`config.mk`:
```
export PLATFORM = sky130hd
export DESIGN_NAME = csv_field_tokenizer_top
export DESIGN_NICKNAME = d
export VERILOG_FILES = /design/src/hw/rtl/csvt_pkg.sv /design/src/hw/rtl/csvt_front.sv /design/src/hw/rtl/csvt_queue.sv /design/src/hw/rtl/csvt_back.sv /design/src/hw/rtl/csv_field_tokenizer_top.sv
export VERILOG_INCLUDE_DIRS = /design/src /design/src/hw/rtl
export SDC_FILE = /design/constraint.sdc
export NUM_CORES = 1
export LEC_CHECK = 0
export BUFFER_PORTS_ARGS = -buffer_cell sky130_fd_sc_hd__buf_2
export CAP_MARGIN = 20
export CORE_AREA = 3 3 277 279
export DETAILED_ROUTE_END_ITERATION = 16
export DIE_AREA = 0 0 280 282
export PLACE_DENSITY = 0.54
export SYNTH_ARGS = -nofsm -noshare
export SYNTH_HDL_FRONTEND = slang
export SYNTH_SLANG_ARGS = --single-unit
```
`constraint.sdc`:
```
create_clock -name clk -period 6.2 [get_ports clk]
set_input_delay 1.24 -clock clk [delete_from_list [all_inputs] [get_ports clk]]
set_output_delay 1.24 -clock clk [all_outputs]
set_load 0.01 [all_outputs]
```
`src/hw/rtl/csv_field_tokenizer_top_macros.svh`:
```
// ----------------------------------------------------------------------------
// csv_field_tokenizer_top_macros.svh
// Assertion shorthands for the CSV tokenizer (clk / rst_n in scope).
// ----------------------------------------------------------------------------
`ifndef CSV_FIELD_TOKENIZER_TOP_MACROS_SVH
`define CSV_FIELD_TOKENIZER_TOP_MACROS_SVH

// Same-cycle implication, disabled during reset
`define CSVT_ASSERT_IMP(name, ante, cons, msg) \
  name: assert property (@(posedge clk) disable iff (!rst_n) (ante) |-> (cons)) \
    else $error(msg);

// Next-cycle implication, disabled during reset
`define CSVT_ASSERT_NXT(name, ante, cons, msg) \
  name: assert property (@(posedge clk) disable iff (!rst_n) (ante) |=> (cons)) \
    else $error(msg);

`endif

```
`src/hw/rtl/csvt_pkg.sv`:
```
// ----------------------------------------------------------------------------
// csvt_pkg
// Shared types and constants of the CSV field tokenizer.
// ----------------------------------------------------------------------------
package csvt_pkg;

  // Default column limit of the first row
  localparam int CSVT_MAX_COLUMNS = 256;

  // Results one input byte can cause, and bundle queue depth
  localparam int CSVT_RES_PER_WORD = 4;
  localparam int CSVT_QDEPTH       = 4;

  // Register indexes of the config channel
  localparam logic [7:0] CFG_DELIM  = 8'd0;
  localparam logic [7:0] CFG_HEADER = 8'd1;

  // Result kinds
  typedef enum logic [1:0] {
    KIND_CHAR, KIND_FIELD, KIND_ROW, KIND_ERROR
  } kind_t;

  // One result word as seen on the output side
  typedef struct packed {
    logic [1:0] result_kind;
    logic [7:0] char_value;
    logic       field_missing;
    logic [7:0] column_index;
    logic       in_header_row;
    logic       run_last;
  } csv_res_t;

  // All results of one input byte; the last valid one has run_last set
  typedef csv_res_t [CSVT_RES_PER_WORD-1:0] bundle_t;

endpackage

```
`src/hw/rtl/csvt_front.sv`:
```
// ----------------------------------------------------------------------------
// csvt_front
// Byte classifier: quoting, return hold-back, field and row ends, width check.
// Takes one byte a cycle while the queue is not full and writes its results as one bundle into the queue.
// ----------------------------------------------------------------------------
module csvt_front import csvt_pkg::*; #(
  parameter int MAX_COLUMNS = CSVT_MAX_COLUMNS
) (
  input  logic       clk,
  input  logic       rst_n,
  input  logic       in_push,
  input  logic [7:0] in_data_byte,
  input  logic       in_end_of_input,
  output logic       in_full,
  input  logic       cfg_valid,
  output logic       cfg_ready,
  input  logic [7:0] cfg_index,
  input  logic [7:0] cfg_data,
  input  logic       q_full,
  output logic       q_wr,
  output bundle_t    q_wdata
);

  localparam int             CW   = $clog2(MAX_COLUMNS + 2);
  localparam logic [CW-1:0]  MAXC = CW'(MAX_COLUMNS);

  localparam logic [7:0] CH_QUOTE = 8'h22;
  localparam logic [7:0] CH_CR    = 8'h0D;
  localparam logic [7:0] CH_LF    = 8'h0A;
  localparam logic [7:0] CH_UN    = 8'h4E;
  localparam logic [7:0] CH_UA    = 8'h41;
  localparam logic [7:0] CH_SLASH = 8'h2F;
  localparam logic [7:0] CH_LN    = 8'h6E;
  localparam logic [7:0] CH_LU    = 8'h75;
  localparam logic [7:0] CH_LL    = 8'h6C;

  typedef enum logic [2:0] {
    MM_EMPTY, MM_N, MM_NSL, MM_LN, MM_LNU, MM_LNUL, MM_ACCEPT, MM_NONE
  } mm_t;

  typedef struct packed {
    logic          quoted;
    logic          qheld;
    logic          rheld;
    logic          nonempty;
    logic          first_seen;
    logic [CW-1:0] width;
    logic [CW-1:0] fcount;
    mm_t           mm;
    logic          halted;
  } fst_t;

  // Parser state plus the results gathered so far for this byte
  typedef struct packed {
    fst_t       s;
    bundle_t    r;
    logic [2:0] n;
  } acc_t;

  fst_t       st_r, st_nxt;
  logic [7:0] delim_r;
  logic       hdr_r;
  logic       accept;
  acc_t       acc;

  // Missing-value recognizer: empty, NA, N/A, null
  function automatic mm_t match_next(mm_t s, logic [7:0] c);
    mm_t m;
    case (s)
      MM_EMPTY: m = (c == CH_UN) ? MM_N : ((c == CH_LN) ? MM_LN : MM_NONE);
      MM_N:     m = (c == CH_UA) ? MM_ACCEPT : ((c == CH_SLASH) ? MM_NSL : MM_NONE);
      MM_NSL:   m = (c == CH_UA) ? MM_ACCEPT : MM_NONE;
      MM_LN:    m = (c == CH_LU) ? MM_LNU : MM_NONE;
      MM_LNU:   m = (c == CH_LL) ? MM_LNUL : MM_NONE;
      MM_LNUL:  m = (c == CH_LL) ? MM_ACCEPT : MM_NONE;
      default:  m = MM_NONE;
    endcase
    return m;
  endfunction

  // Low byte of a column count, zero-extended for narrow counters
  function automatic logic [7:0] to_col(logic [CW-1:0] v);
    logic [CW+7:0] e;
    e = {8'd0, v};
    return e[7:0];
  endfunction

  function automatic acc_t put(acc_t a, kind_t k, logic [7:0] ch, logic miss,
                               logic [7:0] col, logic hdr_en);
    csv_res_t x;
    x.result_kind   = k;
    x.char_value    = ch;
    x.field_missing = miss;
    x.column_index  = col;
    x.in_header_row = hdr_en && !a.s.first_seen;
    x.run_last      = 1'b0;
    a.r[a.n[1:0]]   = x;
    a.n             = a.n + 3'd1;
    return a;
  endfunction

  function automatic acc_t field_end(acc_t a, logic hdr_en);
    logic miss;
    miss = ((a.s.mm == MM_EMPTY) || (a.s.mm == MM_ACCEPT)) &&
           !(hdr_en && !a.s.first_seen);
    a = put(a, KIND_FIELD, 8'd0, miss, to_col(a.s.fcount), hdr_en);
    if (a.s.fcount <= MAXC) begin
      a.s.fcount = a.s.fcount + CW'(1);
    end
    a.s.mm = MM_EMPTY;
    return a;
  endfunction

  function automatic acc_t content(acc_t a, logic [7:0] c, logic hdr_en);
    a      = put(a, KIND_CHAR, c, 1'b0, to_col(a.s.fcount), hdr_en);
    a.s.mm = match_next(a.s.mm, c);
    return a;
  endfunction

  function automatic acc_t process_byte(acc_t a, logic [7:0] c, logic [7:0] dl,
                                        logic hdr_en);
    logic done;
    done       = 1'b0;
    a.s.nonempty = 1'b1;
    // resolve a quote seen inside quotes: doubled quote or closing quote
    if (a.s.qheld) begin
      a.s.qheld = 1'b0;
      if (c == CH_QUOTE) begin
        a    = content(a, CH_QUOTE, hdr_en);
        done = 1'b1;
      end else begin
        a.s.quoted = 1'b0;
      end
    end
    if (!done) begin
      if (c == CH_QUOTE) begin
        if (a.s.quoted) begin
          a.s.qheld = 1'b1;
        end else begin
          a.s.quoted = 1'b1;
        end
      end else if ((c == dl) && !a.s.quoted) begin
        a = field_end(a, hdr_en);
      end else begin
        a = content(a, c, hdr_en);
      end
    end
    return a;
  endfunction

  function automatic acc_t end_line(acc_t a, logic hdr_en);
    logic [CW-1:0] n;
    a.s.rheld  = 1'b0;
    a.s.qheld  = 1'b0;
    a.s.quoted = 1'b0;
    if (a.s.nonempty) begin
      a = field_end(a, hdr_en);
      n = a.s.fcount;
      if (!a.s.first_seen) begin
        if (n > MAXC) begin
          a          = put(a, KIND_ERROR, 8'd0, 1'b0, to_col(n), hdr_en);
          a.s.halted = 1'b1;
        end else begin
          a              = put(a, KIND_ROW, 8'd0, 1'b0, to_col(n), hdr_en);
          a.s.width      = n;
          a.s.first_seen = 1'b1;
        end
      end else if (n != a.s.width) begin
        a          = put(a, KIND_ERROR, 8'd0, 1'b0, to_col(n), hdr_en);
        a.s.halted = 1'b1;
      end else begin
        a = put(a, KIND_ROW, 8'd0, 1'b0, to_col(n), hdr_en);
      end
    end
    a.s.fcount   = '0;
    a.s.nonempty = 1'b0;
    a.s.mm       = MM_EMPTY;
    return a;
  endfunction

  // Classify the incoming byte and gather its results
  always_comb begin
    acc   = '0;
    acc.s = st_r;
    if (!st_r.halted) begin
      if (in_data_byte == CH_LF) begin
        acc = end_line(acc, hdr_r);
      end else if (in_data_byte == CH_CR) begin
        if (acc.s.rheld) begin
          acc = process_byte(acc, CH_CR, delim_r, hdr_r);
        end
        acc.s.rheld = 1'b1;
        if (in_end_of_input) begin
          acc = end_line(acc, hdr_r);
        end
      end else begin
        if (acc.s.rheld) begin
          acc.s.rheld = 1'b0;
          acc = process_byte(acc, CH_CR, delim_r, hdr_r);
        end
        acc = process_byte(acc, in_data_byte, delim_r, hdr_r);
        if (in_end_of_input) begin
          acc = end_line(acc, hdr_r);
        end
      end
    end
    // flag the last result of this byte
    if (acc.n != 3'd0) begin
      acc.r[acc.n[1:0] - 2'd1].run_last = 1'b1;
    end
  end

  assign in_full   = q_full;
  assign accept    = in_push && !q_full;
  assign q_wr      = accept && (acc.n != 3'd0);
  assign q_wdata   = acc.r;
  assign st_nxt    = accept ? acc.s : st_r;
  assign cfg_ready = 1'b1;

  // Hold parser state and configuration
  always_ff @(posedge clk) begin
    if (!rst_n) begin
      st_r    <= '0;
      delim_r <= 8'd44;
      hdr_r   <= 1'b1;
    end else begin
      st_r <= st_nxt;
      if (cfg_valid) begin
        case (cfg_index)
          CFG_DELIM:  delim_r <= cfg_data;
          CFG_HEADER: hdr_r   <= cfg_data[0];
          default:    ;
        endcase
      end
    end
  end

endmodule

```
`src/hw/rtl/csvt_queue.sv`:
```
// ----------------------------------------------------------------------------
// csvt_queue
// Short register queue of result bundles between classifier and serializer.
// ----------------------------------------------------------------------------
module csvt_queue import csvt_pkg::*; (
  input  logic    clk,
  input  logic    rst_n,
  input  logic    wr,
  input  bundle_t wdata,
  output logic    full,
  input  logic    rd,
  output bundle_t rdata,
  output logic    empty
);

  localparam int PW = $clog2(CSVT_QDEPTH);
  localparam int CNW = $clog2(CSVT_QDEPTH + 1);

  bundle_t          ent_r [CSVT_QDEPTH];
  logic [PW-1:0]    wp_r, rp_r;
  logic [CNW-1:0]   cnt_r;
  logic             do_wr, do_rd;

  assign full  = (cnt_r == CNW'(CSVT_QDEPTH));
  assign empty = (cnt_r == '0);
  assign do_wr = wr && !full;
  assign do_rd = rd && !empty;
  assign rdata = ent_r[rp_r];

  // Advance pointers and occupancy
  always_ff @(posedge clk) begin
    if (!rst_n) begin
      wp_r  <= '0;
      rp_r  <= '0;
      cnt_r <= '0;
    end else begin
      if (do_wr) begin
        wp_r <= (wp_r == PW'(CSVT_QDEPTH - 1)) ? '0 : wp_r + PW'(1);
      end
      if (do_rd) begin
        rp_r <= (rp_r == PW'(CSVT_QDEPTH - 1)) ? '0 : rp_r + PW'(1);
      end
      if (do_wr && !do_rd) begin
        cnt_r <= cnt_r + CNW'(1);
      end else if (do_rd && !do_wr) begin
        cnt_r <= cnt_r - CNW'(1);
      end
    end
  end

  // Store the incoming bundle
  always_ff @(posedge clk) begin
    if (do_wr) begin
      ent_r[wp_r] <= wdata;
    end
  end

endmodule

```
`src/hw/rtl/csvt_back.sv`:
```
// ----------------------------------------------------------------------------
// csvt_back
// Result serializer: holds one bundle and presents its results one word each.
// ----------------------------------------------------------------------------
module csvt_back import csvt_pkg::*; (
  input  logic       clk,
  input  logic       rst_n,
  input  logic       q_empty,
  input  bundle_t    q_rdata,
  output logic       q_rd,
  input  logic       out_pop,
  output logic       out_empty,
  output logic [1:0] out_result_kind,
  output logic [7:0] out_char_value,
  output logic       out_field_missing,
  output logic [7:0] out_column_index,
  output logic       out_in_header_row,
  output logic       out_run_last
);

  localparam int IW = $clog2(CSVT_RES_PER_WORD);

  bundle_t       cur_r;
  logic          cur_vld_r;
  logic [IW-1:0] idx_r;
  csv_res_t      res;
  logic          load;

  assign res  = cur_r[idx_r];
  // take the next bundle when idle or when the last word of this one goes
  assign load = !cur_vld_r || (out_pop && res.run_last);
  assign q_rd = load && !q_empty;

  // Track bundle occupancy and word position
  always_ff @(posedge clk) begin
    if (!rst_n) begin
      cur_vld_r <= 1'b0;
      idx_r     <= '0;
    end else if (load) begin
      cur_vld_r <= !q_empty;
      idx_r     <= '0;
    end else if (out_pop) begin
      idx_r <= idx_r + IW'(1);
    end
  end

  // Hold the bundle payload
  always_ff @(posedge clk) begin
    if (q_rd) begin
      cur_r <= q_rdata;
    end
  end

  assign out_empty         = !cur_vld_r;
  assign out_result_kind   = res.result_kind;
  assign out_char_value    = res.char_value;
  assign out_field_missing = res.field_missing;
  assign out_column_index  = res.column_index;
  assign out_in_header_row = res.in_header_row;
  assign out_run_last      = res.run_last;

endmodule

```
`src/hw/rtl/csv_field_tokenizer_top.sv`:
```
// ----------------------------------------------------------------------------
// csv_field_tokenizer_top: streaming CSV field tokenizer with quote handling.
// Throughput: one byte per cycle while each byte yields at most one word and
// the output is popped; a byte of more words (up to 4) holds the output port.
// A byte's first word is registered in the bundle queue, then the serializer,
// before it can be popped. Input stalls on 4 queued bundles.
// Reset (rst_n low, synchronous): state and queues clear, comma, header on.
// ----------------------------------------------------------------------------
`include "csv_field_tokenizer_top_macros.svh"

module csv_field_tokenizer_top import csvt_pkg::*; #(
  parameter int MAX_COLUMNS = CSVT_MAX_COLUMNS
) (
  input  logic       clk,
  input  logic       rst_n,
  input  logic       in_push,
  input  logic [7:0] in_data_byte,
  input  logic       in_end_of_input,
  output logic       in_full,
  input  logic       cfg_valid,
  output logic       cfg_ready,
  input  logic [7:0] cfg_index,
  input  logic [7:0] cfg_data,
  output logic       out_empty,
  input  logic       out_pop,
  output logic [1:0] out_result_kind,
  output logic [7:0] out_char_value,
  output logic       out_field_missing,
  output logic [7:0] out_column_index,
  output logic       out_in_header_row,
  output logic       out_run_last
);

  logic    q_wr, q_full, q_rd, q_empty;
  bundle_t q_wdata, q_rdata;

  // Classify bytes
  csvt_front #(
    .MAX_COLUMNS(MAX_COLUMNS)
  ) u_front (
    .clk             (clk),
    .rst_n           (rst_n),
    .in_push         (in_push),
    .in_data_byte    (in_data_byte),
    .in_end_of_input (in_end_of_input),
    .in_full         (in_full),
    .cfg_valid       (cfg_valid),
    .cfg_ready       (cfg_ready),
    .cfg_index       (cfg_index),
    .cfg_data        (cfg_data),
    .q_full          (q_full),
    .q_wr            (q_wr),
    .q_wdata         (q_wdata)
  );

  // Buffer result bundles
  csvt_queue u_queue (
    .clk   (clk),
    .rst_n (rst_n),
    .wr    (q_wr),
    .wdata (q_wdata),
    .full  (q_full),
    .rd    (q_rd),
    .rdata (q_rdata),
    .empty (q_empty)
  );

  // Serialize words to the output
  csvt_back u_back (
    .clk               (clk),
    .rst_n             (rst_n),
    .q_empty           (q_empty),
    .q_rdata           (q_rdata),
    .q_rd              (q_rd),
    .out_pop           (out_pop),
    .out_empty         (out_empty),
    .out_result_kind   (out_result_kind),
    .out_char_value    (out_char_value),
    .out_field_missing (out_field_missing),
    .out_column_index  (out_column_index),
    .out_in_header_row (out_in_header_row),
    .out_run_last      (out_run_last)
  );

  // Classifier never writes a full queue
  `CSVT_ASSERT_IMP(a_no_write_full, q_wr, !q_full, "bundle written into full queue")
  // Queue occupancy stays consistent
  `CSVT_ASSERT_IMP(a_full_xor_empty, 1'b1, !(q_full && q_empty), "queue full and empty")
  // Serializer picks up queued work without a gap
  `CSVT_ASSERT_NXT(a_back_loads, !q_empty, !out_empty, "queued bundle not presented")

endmodule
```
Word level (Yosys, flattened, before mapping)
Memory sizes are Yosys's and may differ from the RTL's. A register that Yosys moved wholly into a read port is not among the register bits.
Cells that the tools add are included.
{ "word_totals": {"reg_bits": 46, "output_inout_bits": 24, "romBits": 0, "word_cells": 265, "mem_count": 1, "in_bits": 30, "mem_bits_rw": 336, "latch_bits": 0} }
{ "op_classes": {"order_cmp": 22, "reduce_logical": 64, "mul": 0, "n_addsub": 16, "mux": 113, "eq_ne": 31, "bitwise_logic": 2, "div_mod_pow": 0, "n_shift": 0} }
{ "memory_table": {"columns": ["memory", "depth", "word_bits", "read_ports", "rd_ports_with_merged_regs", "wr", "line_no", "text"], "rows": [
  ["u_queue.ent_r", 4, 84, 1, 1, 1, "csvt_queue.sv:19", "bundle_t ent_r [CSVT_QDEPTH];"]
]} }
{ "op_table": {"columns": ["op", "n"], "rows": [
  ["two-way mux 114 bit", 23],
  ["bitwise mux 84 bit", 10],
  ["two-way mux 110 bit", 6],
  ["two-way mux 100 bit", 4],
  ["two-way mux 88 bit", 4],
  ["demux 21 bit (select 2 bit)", 7],
  ["two-way mux 9 bit", 17],
  ["two-way mux 21 bit", 7],
  ["two-way mux 91 bit", 1],
  ["two-way mux 84 bit", 1],
  ["binary-select mux 21 bit (select 2 bit)", 1],
  ["equality test 8 x 7 -> 1 bit (second input constant)", 5],
  ["adder 9 x 1 -> 9 bit (second input constant)", 4],
  ["less-or-equal comparator 9 bit (second input constant)", 4],
  ["> comparator 9 bit (second input constant)", 3],
  ["logical AND 1 bit", 27],
  ["!= test 9 bit", 3],
  ["two-way mux 2 bit", 13],
  ["< comparator 2 x 3 -> 1 bit (second input constant)", 8],
  ["adder 3 x 1 -> 3 bit (second input constant)", 7],
  ["equality test 3 bit (second input constant)", 7],
  ["two-way mux 3 bit", 6],
  ["one-hot mux 3 bit (6 select lines)", 1],
  ["zero test 1 bit", 17],
  ["26 further kinds", 62]
]} }

Logic depth before layout (Yosys ltp)
Gate-level depths: netlist of the first run.
{ "logic_depth": {"ltp_word": 55, "ltp_mapped": 26, "depth_no_buf": 25} }

Cells and area by module
Synthesis of the first run repeated with hierarchy kept, for this count alone.
{ "unflattened": {"cells_unflattened": 1736, "area_unflattened_um2": 23202.3} }
{ "modules_own_cells": {"columns": ["mod", "seq_area_each_um2", "cells_each", "n_inst", "area_per_inst_um2"], "rows": [
  ["csvt_queue", 10269.8, 489, 1, 12593.3],
  ["csvt_front", 720.7, 1121, 1, 7445.9],
  ["csvt_back", 2582.5, 126, 1, 3163.0]
]} }

Worst setup path before layout of the first run
Ideal clock, no wire load.
{ "synth_timing": {"path_kind": "input-to-reg", "start": "input port out_pop", "end": "register u_queue.cnt_r[2]", "slack_ns": -0.337, "setup_time_ns": 0.070, "arrival_time_ns": 6.467, "required_ns": 6.130, "cell_stages": 9, "n_path_buf": 0, "path_cell_list": "a21oi_1 -> nor2_1 -> inv_1 -> ha_1 -> inv_1 -> fa_1 -> xor2_1 -> or3_1 -> a21oi_1"} }
{ "synth_between": {"elab_chain_len": 7, "word_cells_on_any_way": 9, "classes_between": "1 x mux; 8 x reduce/logical"} }
{ "synth_rtl": {"columns": ["item", "line_no", "text"], "rows": [
  ["start, declared", "csv_field_tokenizer_top.sv:25", "input logic out_pop,"],
  ["logical AND 1 bit *", "csvt_back.sv:31", "assign load = !cur_vld_r || (out_pop && res.run_last);"],
  ["logical OR 1 bit *", "csvt_back.sv:31", null],
  ["logical AND 1 bit *", "csvt_back.sv:32", "assign q_rd = load && !q_empty;"],
  ["named net q_rd", "csv_field_tokenizer_top.sv:34", "logic q_wr, q_full, q_rd, q_empty;"],
  ["logical AND 1 bit *", "csvt_queue.sv:27", "assign do_rd = rd && !empty;"],
  ["zero test 1 bit", "csvt_queue.sv:43", "if (do_wr && !do_rd) begin"],
  ["logical AND 1 bit", "csvt_queue.sv:43", null],
  ["two-way mux 3 bit / nonzero test 2 bit (equally long branches)", null, null],
  ["end signal, assigned", "csvt_queue.sv:44", "cnt_r <= cnt_r + CNW'(1);"],
  ["end signal, assigned", "csvt_queue.sv:46", "cnt_r <= cnt_r - CNW'(1);"],
  ["end, declared", "csvt_queue.sv:21", "logic [CNW-1:0] cnt_r;"]
]} }
Mark *: on every way through the listed nets, which the timed path passes. The rest lies on a longest branch.
A chain may end at the register's enable or synchronous reset.

==> run_results.csv, run 1 <==
group,metric,value,unit
sta,final.min_clock_period,5.739,ns
synthesis,synth-edff-count,420,
sta,tns,0,ns
global_routing,overflow,0,
floorplan,ios,54,
final_layout,utilization,34.73,%
synthesis,ys_types,91,
min_path,hp-start,"u_front.st_r[12]",
clock_tree,cts_tree,"done",
min_path,min_path_type,"flop to flop",
route,ant_nets,0,
clock_tree,holdBufCountCts,0,
sta,finalSetupViolations,0,
synthesis,synth_cells,1670,
synthesis,synth_area,22320,um^2
clock_tree,clock_path_buffers,3,
floorplan,start_util,29.98,%
final_layout,num_antenna_cells,0,
final_layout,multiInputGateArea,8315,um^2
synthesis,synthArstFlopShare,0,%
worst_setup_path,reg2reg_from,"u_front.delim_r[4]",
final_layout,nFillCells,7170,
sta,drv_slew,0,
worst_setup_path,required,6.52,ns
route,drt-pass1-iter-count,6,
synthesis,synth_commonest_cells,"420 x edfxtp_1, 148 x nor2_1, 127 x nand2_1, 105 x mux4_2, 104 x a21oi_1",
sta,maxSlewHeadroom,31.19,%
place,io_buffers,52,
floorplan,coreArea,74450,um^2
worst_setup_path,criticalPathCategory,"flop to flop",
place,gp_congestion,1.004,
synthesis,ys_ff_latch,466,
final_layout,area_growth,15.83,%
sta,hold_viol_final,0,
floorplan,die_h,282,um
synthesis,synth_top_area_share,56.50,%
route,drt-initial-drc-count,1464,
power,cellLeakagePower,0.008385,uW
synthesis,synthMostInstantiatedCell,"edfxtp_1",
floorplan,die_area,78960,um^2
worst_setup_path,end_kind,"flop",
clock_tree,cts_inserted_buffers,47,
route,vias,15210,
global_routing,antenna_found_initial,1,
route,drcViolationCount,0,
sta,tightest_slew,1.027,ns
global_routing,grt_pass1_wl,103.8,mm
synthesis,ys.flop_type,"edfxtp_1",
global_routing,track_usage,17.61,%
final_layout,seq_area,13540,um^2
final_layout,num-nets-final,1812,
place,dp_slack,0.2672,ns
synthesis,synth-seq-area-share,60.62,%
synthesis,syn_nets,1716,
route,wl_per_cell,25.21,um
worst_setup_path,setup.worst_path.start,"u_front.delim_r[4]",
clock_tree,clk_pin_slew,0.06,ns
final_layout,drive_gt1_share,20.97,%
clock_tree,worstSkewPairLatency,0.60,ns
worst_setup_path,cp.arrival,6.06,ns
route,totalWireLength,69.76,mm
run_status,outcome,"complete, no violations",
synthesis,yosysTopAreaCell,"edfxtp_1",
sta,worst_clock_skew,0.03661,ns
floorplan,row_count,100,
synthesis,yosys-top-cells-area,"edfxtp_1 56%, mux4_2 11%, dfxtp_1 4.1%",
place,place_hpwl,49.36,mm
worst_setup_path,startpoint_type,"flop",
sta,clock.fmax,174.3,MHz
global_routing,grt_max_degree,85,
clock_tree,cts_sinks,466,
power,vdd_ir_drop_max,0.2486,mV
synthesis,synth_area_per_cell,13.37,um^2
synthesis,ys_warn_count,0,
sta,rsz0062_at_grt,"no",
power,power_density,347.9,nW/um^2
floorplan,die_x,280,um
global_routing,grt_pass1_vias,15520,
sta,period_share,92.56,%
worst_setup_path,path_max_fanout,7,
route,via_per_inst,5.498,
clock_tree,cts_root_buffer,"clkbuf_16",
sta,worst_slack,0.4614,ns
job,drv_cap,0,
clock_tree,htreeDepth,2,
-- through the flow --
stage          instances  power [uW]  hold WS (ns)  area (um^2)
6_report            2767        8996        0.5219        25860
2_1_floorplan       1670        5605        0.4597        22330
3_5_place_dp        2683        6228        0.5021        24240
4_1_cts             2764        9146        0.5101        25810
5_1_grt             2767        9422        0.5544        25860
3_3_place_gp        2683        6187        0.4836        24240
-- flip-flops by register name (all words and copies together), names as in the netlist --
signal            count
u_queue.rp_r          2
u_back.idx_r          2
u_front.st_r         27
u_back.cur_r         84
u_back.cur_vld_r      1
u_queue.wp_r          2
u_queue.cnt_r         3
u_queue.ent_r       336
u_front.hdr_r         1
u_front.delim_r       8
-- cell families (layout without fill, tap and decap cells) --
| family | count (synthesis) | after routing | synth area share (%) |
|---|---|---|---|
| XOR/XNOR | 84 | 84 | 3.357 |
| multiplexers | 126 | 126 | 11.60 |
| flip-flops | 466 | 466 | 60.62 |
| AND/OR/NAND/NOR | 494 | 494 | 10.69 |
| AO/OA/AOI/OAI | 349 | 349 | 10.37 |
| adder cells (fa/ha/maj) | 16 | 16 | 0.9304 |
| buffers and inverters | 134 | 262 | 2.410 |
| other | 1 | 1 | 0.01680 |
-- cell type report --
type | instances | area share [%]
multi-input combinational | 1070 | 32.16
inverter | 25 | 0.3629
sequential | 466 | 52.37
clock inverter | 26 | 1.432
tap | 969 | 4.689
clock buffer | 55 | 4.665
timing repair buffer | 156 | 4.316
-- layer usage --
metal | vias up | global-route usage [%] | part of all wire [%]
li1 | 6706 | - | -
met1 | 7730 | 23.74 | 43
met2 | 613 | 28.69 | 47
met3 | 161 | 2.699 | 6.3
met4 | 2 | 6.940 | 4.0
met5 | - | 0 | 0.019
-- cell usage in the layout (no fill, tap or decap), types with 11 or more instances in the layout --
master       n
a21oi_1    104
a22oi_1     21
a31oi_1     16
and2_1      17
and3_1      11
buf_2       52
buf_4       98
clkbuf_16   47
dfxtp_1     43
edfxtp_1   420
ha_1        15
inv_1       20
mux2i_1     16
mux4_2     105
nand2_1    127
nand3_1     32
nand4_1     11
nor2_1     146
nor2b_1     17
nor3_1      53
nor4_1      18
o211ai_1    15
o21ai_0     72
xnor2_1     65
xor2_1      18
-- worst max-delay path, cell delays in order, from the launching register on --
cell and delay, ns:
dfxtp_1 0.35, nor4_4 0.47, nand3_1 0.19, nor3_1 0.27, xnor2_1 0.15, inv_2 0.08, ha_1 0.21, nand2_1 0.06
or3_1 0.33, o21a_1 0.21, nor2_2 0.18, xnor2_1 0.26, ha_1 0.24, o21ai_0 0.08, mux2_2 0.34, o41ai_4 0.47
mux2i_1 0.31, xnor2_1 0.12, a211oi_1 0.24, nand4_1 0.12, buf_4 0.18, a211o_1 0.29, a32o_1 0.31
-- path summary, 6_finish.rpt --
check                                       endpoint  slack (ns)  cells after the start
worst max-delay path            u_queue.ent_r[0][40]        0.46                     22
worst min register to register      u_front.st_r[12]        0.52                      2
worst max register to register  u_queue.ent_r[0][40]        0.46                     22
worst min-delay path                u_front.st_r[12]        0.52                      2
-- power by group --
| group | internal (uW) | switching (uW) | total (uW) |
|---|---|---|---|
| combinational | 821 | 865 | 1690 |
| sequential | 4130 | 285 | 4410 |
| clock | 1700 | 1200 | 2900 |
| total | 6640 | 2350 | 9000 |
-- repair_timing --
item / CTS / global route
setup endpoints to repair: 0 / 16
buffers inserted: 0 / 2
endpoints found under the hold margin: 0 / 0
resized for setup: 0 / 4
(Power assumes the default switching activity.)
==> inputs of run 2 (changes only) <==
BUFFER_PORTS_ARGS = unset   (was -buffer_cell sky130_fd_sc_hd__buf_2)
DONT_BUFFER_PORTS = 1   (was unset)
PLACE_DENSITY = 0.53   (was 0.54)
==> run_results.csv, run 2 (synthesized netlist as in run 1, its figures left out) <==
group,metric,value,unit
run_status,outcome,"complete, no violations",
clock_tree,cts_inserted_buffers,50,
route,drcViolationCount,0,
sta,tns,0,ns
global_routing,overflow,0,
floorplan,die_area,78960,um^2
final_layout,num_antenna_cells,0,
final_layout,num-nets-final,1770,
clock_tree,holdBufCountCts,0,
power,power_density,350.7,nW/um^2
route,drt-pass1-iter-count,5,
worst_setup_path,required,6.52,ns
clock_tree,worstSkewPairLatency,0.63,ns
sta,drv_slew,0,
sta,hold_viol_final,0,
power,finalPower,9047,uW
route,vias,15150,
worst_setup_path,startpoint_type,"flop",
clock_tree,cts_root_buffer,"clkbuf_16",
job,drv_cap,0,
min_path,hold_path_end,"u_front.delim_r[2]",
worst_setup_path,criticalPathCategory,"flop to flop",
final_layout,final_common_cell,"edfxtp_1",
final_layout,reg_top3,"u_queue.ent_r x336, u_back.cur_r x84, u_front.st_r x27",
final_layout,largest_register_ffs,336,
sta,final.min_clock_period,5.821,ns
min_path,holdPathStages,2,
route,via_per_inst,5.543,
global_routing,track_usage,18.20,%
sta,finalSetupViolations,0,
floorplan,coreArea,74450,um^2
worst_setup_path,path_max_fanout,5,
place,dp_slack,0.1856,ns
place,place_hpwl,51.28,mm
sta,period_share,93.89,%
final_layout,area_growth,15.58,%
floorplan,die_x,280,um
global_routing,antenna_found_initial,1,
place,gp_congestion,0.9924,
worst_setup_path,reg2reg_from,"u_front.st_r[7]",
final_layout,top_register,"u_queue.ent_r",
global_routing,grt_pass1_wl,106.5,mm
final_layout,utilization,34.66,%
place,io_buffers,0,
worst_setup_path,rr_endpoint,"u_queue.ent_r[3][40]",
sta,worst_clock_skew,0.06977,ns
worst_setup_path,end_kind,"flop",
sta,clock.fmax,171.8,MHz
sta,rsz0062_at_grt,"no",
worst_setup_path,r2r_cells,22,
clock_tree,cts_tree,"done",
min_path,hp-start,"u_front.delim_r[2]",
worst_setup_path,setup.worst_path.start,"u_front.st_r[7]",
route,ant_nets,0,
clock_tree,clock_path_buffers,3,
clock_tree,htreeDepth,2,
power,cellLeakagePower,0.008261,uW
sta,tightest_slew,1.112,ns
clock_tree,clk_pin_slew,0.06,ns
sta,worst_slack,0.3791,ns
global_routing,grt_pass1_vias,15300,
route,wl_per_cell,26.56,um
floorplan,die_h,282,um
power,vdd_ir_drop_max,0.2507,mV
final_layout,final_cell_mix,"420 x edfxtp_1, 146 x nor2_1, 127 x nand2_1",
sta,maxSlewHeadroom,25.23,%
floorplan,ios,54,
min_path,min_path_type,"flop to flop",
route,totalWireLength,72.59,mm
clock_tree,cts_sinks,466,
worst_setup_path,rrSetupSlack,0.38,ns
global_routing,grt_max_degree,66,
final_layout,drive_gt1_share,19.10,%
sta,finalHoldWorstSlack,0.5221,ns
worst_setup_path,cp.arrival,6.14,ns
floorplan,row_count,100,
route,drt-initial-drc-count,1283,
floorplan,start_util,29.98,%
run 2: per-layer routing:
layer / vias up / part of all wire, % / wire (um) / global-route usage (%)
li1: 6645 / - / - / -
met1: 7742 / 44 / 31790 / 24.66
met2: 594 / 47 / 34020 / 29.72
met3: 169 / 5.8 / 4233 / 2.948
met4: 0 / 3.5 / 2542 / 6.377
met5: - / 0 / 0 / 0
run 2: cell type report:
cell class              count  area [um^2]
clock buffers              58         1291
inverters                  25        93.84
flip-flops and latches    466        13540
fillers                  7183        48650
clock inverters            34        395.4
multi-input cells        1070         8319
well taps                 969         1212
repair buffers            111        945.9
run 2: worst max-delay path, stage by stage (launching register included):
cell	delay, ns
dfxtp_1	0.33
nor4_4	0.43
a21boi_1	0.18
nor3_2	0.31
xnor2_1	0.16
inv_2	0.08
ha_1	0.21
nand2_1	0.07
or3_1	0.34
o21a_1	0.21
nor2_2	0.17
xnor2_1	0.12
buf_4	0.16
inv_1	0.08
ha_1	0.26
inv_1	0.11
or4_1	0.68
xor2_1	0.22
xnor2_1	0.14
a211oi_1	0.19
nand4_1	0.35
a211o_1	0.39
a32o_1	0.31
run 2: what timing repair did:
action | in CTS | in global routing
endpoints found under the setup margin | 0 | 66
setup buffers | 0 | 4
gates resized for setup | 0 | 5
run 2: how the worst max path moves through the flow:
stage | end | slack [ns] | cells past startpoint
CTS | u_front.st_r[13] | 0.08 | 25
global placement | u_queue.ent_r[0][46] | 0.35 | 22
global route | u_queue.ent_r[0][61] | 0.008 | 25
finish | u_queue.ent_r[3][40] | 0.38 | 22
floorplan | u_queue.ent_r[0][40] | 0.05 | 25
detailed placement | u_front.st_r[13] | 0.19 | 25
run 2: power breakdown:
group | internal [uW] | leakage (uW) | switching [uW]
registers | 4130 | 0.00429 | 275
logic | 762 | 0.00317 | 857
clock network | 1760 | 0.000809 | 1260
run 2: per-stage QoR:
step                area, um^2  std cells
finish                   25800       2733
global route             25800       2733
CTS                      25740       2729
global placement         24060       2637
floorplan                22330       1670
detailed placement       24060       2637
